File: config.mk
export PLATFORM = sky130hd
export DESIGN_NAME = selectable_degree_lfsr_noise_top_flat
export DESIGN_NICKNAME = d
export VERILOG_FILES = /design/src/sdln_pkg.sv /design/src/sdln_deg_if.sv /design/src/sdln_noise_if.sv /design/src/sdln_step.sv /design/src/selectable_degree_lfsr_noise_top.sv /design/src/flat_wrapper.sv
export SDC_FILE = /design/constraint.sdc
export NUM_CORES = 1
export LEC_CHECK = 0
export ABC_CLOCK_PERIOD_IN_PS = 5100
export BUFFER_PORTS_ARGS = -buffer_cell sky130_fd_sc_hd__buf_2
export CORE_ASPECT_RATIO = 1.75
export CORE_MARGIN = 2
export CORE_UTILIZATION = 40
export CTS_BUF_LIST = sky130_fd_sc_hd__clkbuf_16
export DETAILED_ROUTE_END_ITERATION = 10
export MAX_ROUTING_LAYER = met4
export SLEW_MARGIN = 20
export SYNTH_ARGS = -nofsm -noshare
export SYNTH_HDL_FRONTEND = slang
export SYNTH_HIERARCHICAL = 1
export SYNTH_SLANG_ARGS = --single-unit
File: constraint.sdc
create_clock -name i_clk -period 5.1 [get_ports i_clk]
set_clock_uncertainty 0.15 [all_clocks]
set_input_delay 0.255 -clock i_clk [delete_from_list [all_inputs] [get_ports i_clk]]
set_output_delay 0.255 -clock i_clk [all_outputs]
set_load 0.02 [all_outputs]
File: src/sdln_pkg.sv
// Shared types, constants and tap table for the selectable-degree noise source.
package sdln_pkg;

    localparam int unsigned DEG_W   = 6;
    localparam int unsigned NOISE_W = 15;
    localparam int unsigned ACT_W   = 4;
    localparam int unsigned WORK_W  = NOISE_W + 1;

    localparam logic [ACT_W-1:0]   DEG_MIN      = 4'd2;
    localparam logic [ACT_W-1:0]   DEG_MAX      = 4'd15;
    localparam logic [NOISE_W-1:0] SHIFT_RESET  = 15'd3;
    localparam logic [ACT_W-1:0]   ACTIVE_RESET = 4'd2;

    // Result of one register step
    typedef struct packed {
        logic [NOISE_W-1:0] noise_word;
        logic [ACT_W-1:0]   degree;
    } t_step;

    // Feedback tap mask for each register length
    function automatic logic [WORK_W-1:0] tap_mask(input logic [ACT_W-1:0] deg);
        logic [WORK_W-1:0] m;
        case (deg)
            4'd5:    m = 16'h0005;
            4'd8:    m = 16'h001D;
            4'd9:    m = 16'h0011;
            4'd10:   m = 16'h0009;
            4'd11:   m = 16'h0005;
            4'd12:   m = 16'h0053;
            4'd13:   m = 16'h001B;
            4'd14:   m = 16'h0033;
            default: m = 16'h0003;
        endcase
        return m;
    endfunction

endpackage

File: src/sdln_deg_if.sv
// Request channel: one degree word per handshake.
interface sdln_deg_if;
    import sdln_pkg::*;

    logic             valid;
    logic             ready;
    logic [DEG_W-1:0] degree;

    modport source (output valid, output degree, input ready);
    modport sink   (input valid, input degree, output ready);
endinterface

File: src/sdln_noise_if.sv
// Result channel: one noise word per handshake.
interface sdln_noise_if;
    import sdln_pkg::*;

    logic               valid;
    logic               ready;
    logic [NOISE_W-1:0] noise_word;

    modport source (output valid, output noise_word, input ready);
    modport sink   (input valid, input noise_word, output ready);
endinterface

File: src/sdln_step.sv
// One step of the selectable-degree shift register: trim, feedback, shift.
module sdln_step
    import sdln_pkg::*;
(
    input  logic [DEG_W-1:0]   i_degree,
    input  logic [NOISE_W-1:0] i_shift,
    input  logic [ACT_W-1:0]   i_active,
    output t_step              o_next
);

    logic [ACT_W-1:0]  deg;
    logic [WORK_W-1:0] len_mask;
    logic [WORK_W-1:0] work;
    logic              fb;

    // Clamp degree to the legal range, out of range selects the longest
    always_comb begin
        if (i_degree >= DEG_W'(DEG_MIN) && i_degree <= DEG_W'(DEG_MAX)) begin
            deg = i_degree[ACT_W-1:0];
        end else begin
            deg = DEG_MAX;
        end
    end

    assign len_mask = (WORK_W'(1) << deg) - WORK_W'(1);

    // Trim on degree change, insert feedback at the top, shift right
    always_comb begin
        work = {1'b0, i_shift};
        if (deg != i_active) begin
            work = work & len_mask;
            if (work == '0) begin
                work = len_mask;
            end
        end
        fb = ^(work & tap_mask(deg));
        work[deg] = fb;
        o_next.noise_word = work[WORK_W-1:1];
        o_next.degree     = deg;
    end

endmodule

File: src/selectable_degree_lfsr_noise_top.sv
// Selectable-degree noise source top level: degree register, step logic, result register.
// An accepted degree word passes through the input register and then the result register to the output.
// Throughput: one word per cycle while o_noise.ready holds; the step is one parity tree and a shift.
// The register state advances when a degree word moves from the input register
// to the result register, so words are stepped strictly in arrival order.
// Reset (i_rst_n low, synchronous): both stages empty, register = 3, degree = 2.
module selectable_degree_lfsr_noise_top
    import sdln_pkg::*;
(
    input  logic                i_clk,
    input  logic                i_rst_n,
    sdln_deg_if.sink            i_deg,
    sdln_noise_if.source        o_noise
);

    logic               r_in_valid;
    logic [DEG_W-1:0]   r_in_degree;
    logic               r_out_valid;
    logic [NOISE_W-1:0] r_noise;
    logic [NOISE_W-1:0] r_shift_value;
    logic [ACT_W-1:0]   r_active_degree;

    logic  advance;
    logic  in_take;
    t_step step_next;

    // Move a word into the result register when it is empty or being drained
    assign advance = r_in_valid && (!r_out_valid || o_noise.ready);
    assign in_take = i_deg.valid && i_deg.ready;

    assign i_deg.ready        = !r_in_valid || advance;
    assign o_noise.valid      = r_out_valid;
    assign o_noise.noise_word = r_noise;

    sdln_step u_step (
        .i_degree (r_in_degree),
        .i_shift  (r_shift_value),
        .i_active (r_active_degree),
        .o_next   (step_next)
    );

    // Hold the incoming degree word
    always_ff @(posedge i_clk) begin
        if (!i_rst_n) begin
            r_in_valid <= 1'b0;
        end else if (i_deg.ready) begin
            r_in_valid <= in_take;
        end
        if (in_take) begin
            r_in_degree <= i_deg.degree;
        end
    end

    // Advance the register state and load the result
    always_ff @(posedge i_clk) begin
        if (!i_rst_n) begin
            r_out_valid     <= 1'b0;
            r_shift_value   <= SHIFT_RESET;
            r_active_degree <= ACTIVE_RESET;
        end else begin
            if (advance) begin
                r_out_valid     <= 1'b1;
                r_shift_value   <= step_next.noise_word;
                r_active_degree <= step_next.degree;
            end else if (o_noise.ready) begin
                r_out_valid <= 1'b0;
            end
        end
        if (advance) begin
            r_noise <= step_next.noise_word;
        end
    end

`ifndef SYNTHESIS
    // Active degree always stays in the legal range
    a_active_range: assert property (@(posedge i_clk) disable iff (!i_rst_n)
        r_active_degree >= DEG_MIN)
        else $error("active degree below minimum");

    // The register never locks up at zero
    a_shift_nonzero: assert property (@(posedge i_clk) disable iff (!i_rst_n)
        r_shift_value != '0)
        else $error("shift register reached zero");

    // A stepped word fits within the degree it was made for
    a_noise_len: assert property (@(posedge i_clk) disable iff (!i_rst_n)
        advance |=> ((r_noise >> r_active_degree) == '0))
        else $error("noise word exceeds active degree");

    // A stalled result is not overwritten before it is taken
    a_no_overrun: assert property (@(posedge i_clk) disable iff (!i_rst_n)
        (r_out_valid && !o_noise.ready) |-> !advance)
        else $error("result overwritten while stalled");
`endif

endmodule
File: src/flat_wrapper.sv
// flat-port wrapper written by rule: the top's interface ports become plain ports
module selectable_degree_lfsr_noise_top_flat import sdln_pkg::*;
  (i_clk, i_rst_n, i_deg_valid, i_deg_degree, i_deg_ready, o_noise_valid, o_noise_noise_word, o_noise_ready);
  sdln_deg_if i_deg_i ();
  sdln_noise_if o_noise_i ();
  input  logic i_clk;
  input  logic i_rst_n;
  input wire logic [$bits(i_deg_i.valid)-1:0] i_deg_valid;
  input wire logic [$bits(i_deg_i.degree)-1:0] i_deg_degree;
  output wire logic [$bits(i_deg_i.ready)-1:0] i_deg_ready;
  output wire logic [$bits(o_noise_i.valid)-1:0] o_noise_valid;
  output wire logic [$bits(o_noise_i.noise_word)-1:0] o_noise_noise_word;
  input wire logic [$bits(o_noise_i.ready)-1:0] o_noise_ready;
  assign i_deg_i.valid = i_deg_valid;
  assign i_deg_i.degree = i_deg_degree;
  assign i_deg_ready = i_deg_i.ready;
  assign o_noise_valid = o_noise_i.valid;
  assign o_noise_noise_word = o_noise_i.noise_word;
  assign o_noise_i.ready = o_noise_ready;
  selectable_degree_lfsr_noise_top u_core (.i_clk(i_clk), .i_rst_n(i_rst_n), .i_deg(i_deg_i), .o_noise(o_noise_i));
endmodule
==> results.md <==
- The achievable frequency is 204.7 MHz.
- After floorplanning, the core was divided into 41 placement rows.
- In this run the deepest clock path goes through 2 buffers.
- The sink of the worst hold path is u_core/r_in_valid$_SDFFE_PN0P_.
- Leaving out filler cells and counting taps, the final layout contains 424.
- The max-slew violation count is 0.
- After filler insertion, the fill cell instance count of the layout stands at 704.
- Synthesis handed over a netlist of 308 instances.
- After detailed routing, the average wire length per cell comes to 18.08 µm.
- The number of cells on the worst reg-to-reg path is 18.
- The top fanout value on the critical path is 10.
- The synthesized netlist net count is 324.
- The number of cells traversed by the worst hold path is 3.
- The library cell occupying the most area in the post-synthesis netlist is edfxtp_1.
- The startpoint identified for the worst hold timing path is i_deg_valid.
- The via count is 2433.
- The pin slew with the least headroom to its limit is 0.7587 ns.
- The worst slew margin relative to its limit is 48.89%.
- The count of buffers from port buffering is 26.
- The die is 68.27 µm wide.
- The worst setup path category is reg -> reg.
- The number of antenna violations at the first check in global routing came to 0.
- The mean instance size in the synthesized netlist is 9.388 µm².
- The number of inserted diodes is 0.
- The count of endpoints failing setup in the final report is 0.
- During I/O placement, the number of pins put on the boundary was 27.
- The total power divided by cell area is 247.4 mW/mm².
- The post-detailed-route via-to-cell ratio is 5.738.
- After synthesis, the share of flip-flops with an asynchronous set or reset is 0%.
- The number of max-capacitance violations reported is 0.
- The number of different library cells used by synthesis comes to 71.
- The total negative setup slack is 0 ns.
- The worst setup slack for register-to-register paths is 0.21 ns.
- The combined area of the multi-input logic cells is 0.001663 mm².
- The Yosys step of the flow raised 6 warnings.
- For this design the static power due to leakage is 1.235 nW.
- The critical path's slowest cell is edfxtp_1.
- The final layout contains 354 nets.
- Cells fill 46.36% of the core in the end.
- Summed over its instances, the top area cell type makes up 21.81% of the synthesized netlist area.
- Sequential elements use 36.35% of the synthesized area.
- In this run, placement finished with an instance count of 408.
- The wire length of the first global-routing pass is 12120 µm.
- Of the available clock period, the critical path in the final layout requires 95.79%.
- The first-iteration detailed-routing DRC count is 183.
- In the post-synthesis netlist, the biggest area contributors are edfxtp_1 22%, dfxtp_1 15%, nand2_1 7.0%.
- The synthesized design contains 21 enable-type register cells.
- The largest stage delay on the critical path is 0.50 ns.
- The die is 116.5 µm tall.
- The total standard cell area after synthesis is 0.002892 mm².
- The most instantiated flip-flop cell in the synthesis netlist is edfxtp_1.
- The floorplan step defined a die boundary enclosing 0.007952 mm².
- Counting instances in the post-synthesis netlist gives the leading cell types as 54 x nand2_1, 21 x dfxtp_1, 21 x edfxtp_1.
- Walking the worst path, the cells encountered are or3_1 -> nand2_1 -> inv_1 -> ha_1 -> or2_2 -> a311oi_2 -> o211ai_2 -> mux2_1 -> o2111a_1 -> and4_4 -> o32ai_1 -> a31oi_1 -> xor2_1 -> xnor2_2 -> buf_4 -> o21ai_1 -> nand2_1 -> mux2i_1.
- At the end of routability-driven placement, the weighted congestion stood at 1.003.
- The maximum level of the CTS H-tree is 2.
- The tree built by TritonCTS fans out to 42 sinks.
- STA classifies the critical path endpoint as a register.
- The worst hold slack across all endpoints is 0.07923 ns.
- In the routed design, unresolved DRC markers number 0.
- After synthesis the netlist holds a flip-flop and latch count of 42.
- Counting the buffers created by CTS gives 5.
- The area added between synthesis and finish is 14.32%.
- The pre-antenna-repair detailed-routing pass consisted of 4 iterations.
- The via count of the first global-routing pass was 2317.
- The most frequently used cell type in the post-synthesis netlist is nand2_1.
- Entering global routing, the biggest net connects 38 pins.
- The tree is rooted in a clkbuf_16.
- The startpoint type of the worst setup path is a register.
- The clock latency reported for the late side of the worst-skew pair is 0.28 ns.
- The count of endpoints failing hold in the final timing report came to 0.
- The region available for standard cell placement spans 0.007131 mm².
- In the final layout, flip-flops and latches occupy 0.001051 mm².
- Across the VDD grid, the largest voltage drop is 0.1663 mV.
- The shortest period the worst path allows is 4.885 ns.
- The total power draw is 817.8 µW.
- At the worst endpoint, the arrival time is 4.88 ns.
- The placed wire-length estimate is 5820 µm.
- In this run the critical register-to-register path is launched from u_core/r_in_degree[3]$_DFFE_PP_.
- The worst hold-check path type is in -> reg.
- The cell repeated most along the worst path is nand2_1.
- The overall overflow remaining after global route is 0.
- After clock tree synthesis, the clock-pin slew on the worst setup and hold paths is 0.06 ns.
- The overall track demand over capacity in global routing is 21.67%.
- The flow ran to the end, and the final reports show no timing, DRC or antenna violations.
- The post-route antenna net violation count is 0.
- At the worst endpoint, the required time is 5.10 ns.
- Setup repair after global routing left no endpoint under its margin.
- The proportion of layout cells with a drive suffix above 1 is 23.67%.
- Once the floorplan was initialized, standard cells occupied 40.55% of the core.
- The endpoint identified for the worst register-to-register timing path is u_core/r_shift_value[11]$_SDFFE_PN0P_.
- The clock tree from TritonCTS is built.
- The final layout contains routed wiring with a total length of 7666 µm.
## area by class of cell
cell class                 instances  area share (%)
clock buffer                       5           3.785
clock inverter                     2          0.2271
inverter                          13           1.476
multi-input combinational        229           50.30
sequential                        42           31.79
tap                               86           3.255
timing repair buffer              47           9.160
## worst max-delay path, delay by kind of cell (launching register included)
kind	cells	cell delay, ns
AOI/OAI and AO/OA	6	1.20
and+or+nand+nor	5	1.23
muxes	2	0.45
xor gates and xnor gates	2	0.59
adders and majority gates	1	0.24
buffers and inverters	2	0.37
DFF	1	0.50
## cell families after synthesis
group	after synthesis	synth area share (%)
simple gates	108	19.99
compound gates	83	22.41
flops	42	36.35
buf+inv	37	7.356
mux	20	7.399
xor+xnor	12	3.894
fa+ha+maj	6	2.596
## state kept, by name (all words and copies together), names as in the netlist
register / count
u_core/r_in_valid: 1
u_core/r_in_degree: 6
u_core/r_shift_value: 15
u_core/o_noise.noise_word: 15
u_core/r_active_degree: 4
u_core/o_noise.valid: 1
## report_power, final
part | switching [mW] | total (mW) | internal [mW]
Sequential | 0.0105 | 0.381 | 0.371
Clock | 0.119 | 0.294 | 0.175
Combinational | 0.0868 | 0.142 | 0.0554
Total | 0.217 | 0.818 | 0.601
## per-layer routing
metal / global-route usage, % / routed length [µm]
met1: 20.51 / 2652
met5: - / 0
met4: 15.20 / 455
met3: 3.468 / 247
met2: 38.25 / 4311
## worst max path at each step
stage,endpoint,startpoint,cells past startpoint
2_1_floorplan,u_core/r_shift_value[1]$_SDFFE_PN1P_,u_core/r_in_degree[1]$_DFFE_PP_,23
3_3_place_gp,u_core/r_shift_value[1]$_SDFFE_PN1P_,u_core/r_in_degree[4]$_DFFE_PP_,19
3_5_place_dp,u_core/r_shift_value[1]$_SDFFE_PN1P_,u_core/r_in_degree[4]$_DFFE_PP_,19
4_1_cts,u_core/r_shift_value[0]$_SDFFE_PN1P_,u_core/r_in_degree[4]$_DFFE_PP_,19
5_1_grt,u_core/r_shift_value[11]$_SDFFE_PN0P_,u_core/r_in_degree[3]$_DFFE_PP_,18
6_report,u_core/r_shift_value[11]$_SDFFE_PN0P_,u_core/r_in_degree[3]$_DFFE_PP_,18
## what timing repair did
action	4_1_cts	5_1_grt
pin swaps	0	1
hold buffers	6	0
hold endpoints to repair	6	0
cloned	0	0
buffers inserted	0	3
resized for setup	1	7
setup endpoints to repair	1	30
## cell usage in the layout, fill, tap and decap left out, types with 3 or more instances in the layout
cell type      count
nand2_1           54
buf_2             26
edfxtp_1          21
dfxtp_1           21
mux2i_1           18
buf_4             15
nor2_1            14
inv_1             13
o21ai_0           12
o221ai_1          11
a21oi_1            9
o21ai_2            8
dlygate4sd3_1      6
nand3_1            6
xor2_1             6
clkbuf_16          5
nor3_1             5
xnor2_1            5
ha_1               5
o21a_1             4
nand2b_1           4
o21ai_1            4
and2_1             3
o311ai_0           3
nor2b_1            3
o211ai_1           3
nor4_2             3
## stage by stage
step / instance area [µm²] / worst slack (ns)
2_1_floorplan: 2892 / 0.4972
3_3_place_gp: 3055 / 0.1368
3_5_place_dp: 3055 / 0.03628
4_1_cts: 3248 / 0.01781
5_1_grt: 3306 / 0.002261
6_report: 3306 / 0.2149
Note: power is estimated with default switching activity, not from simulation.
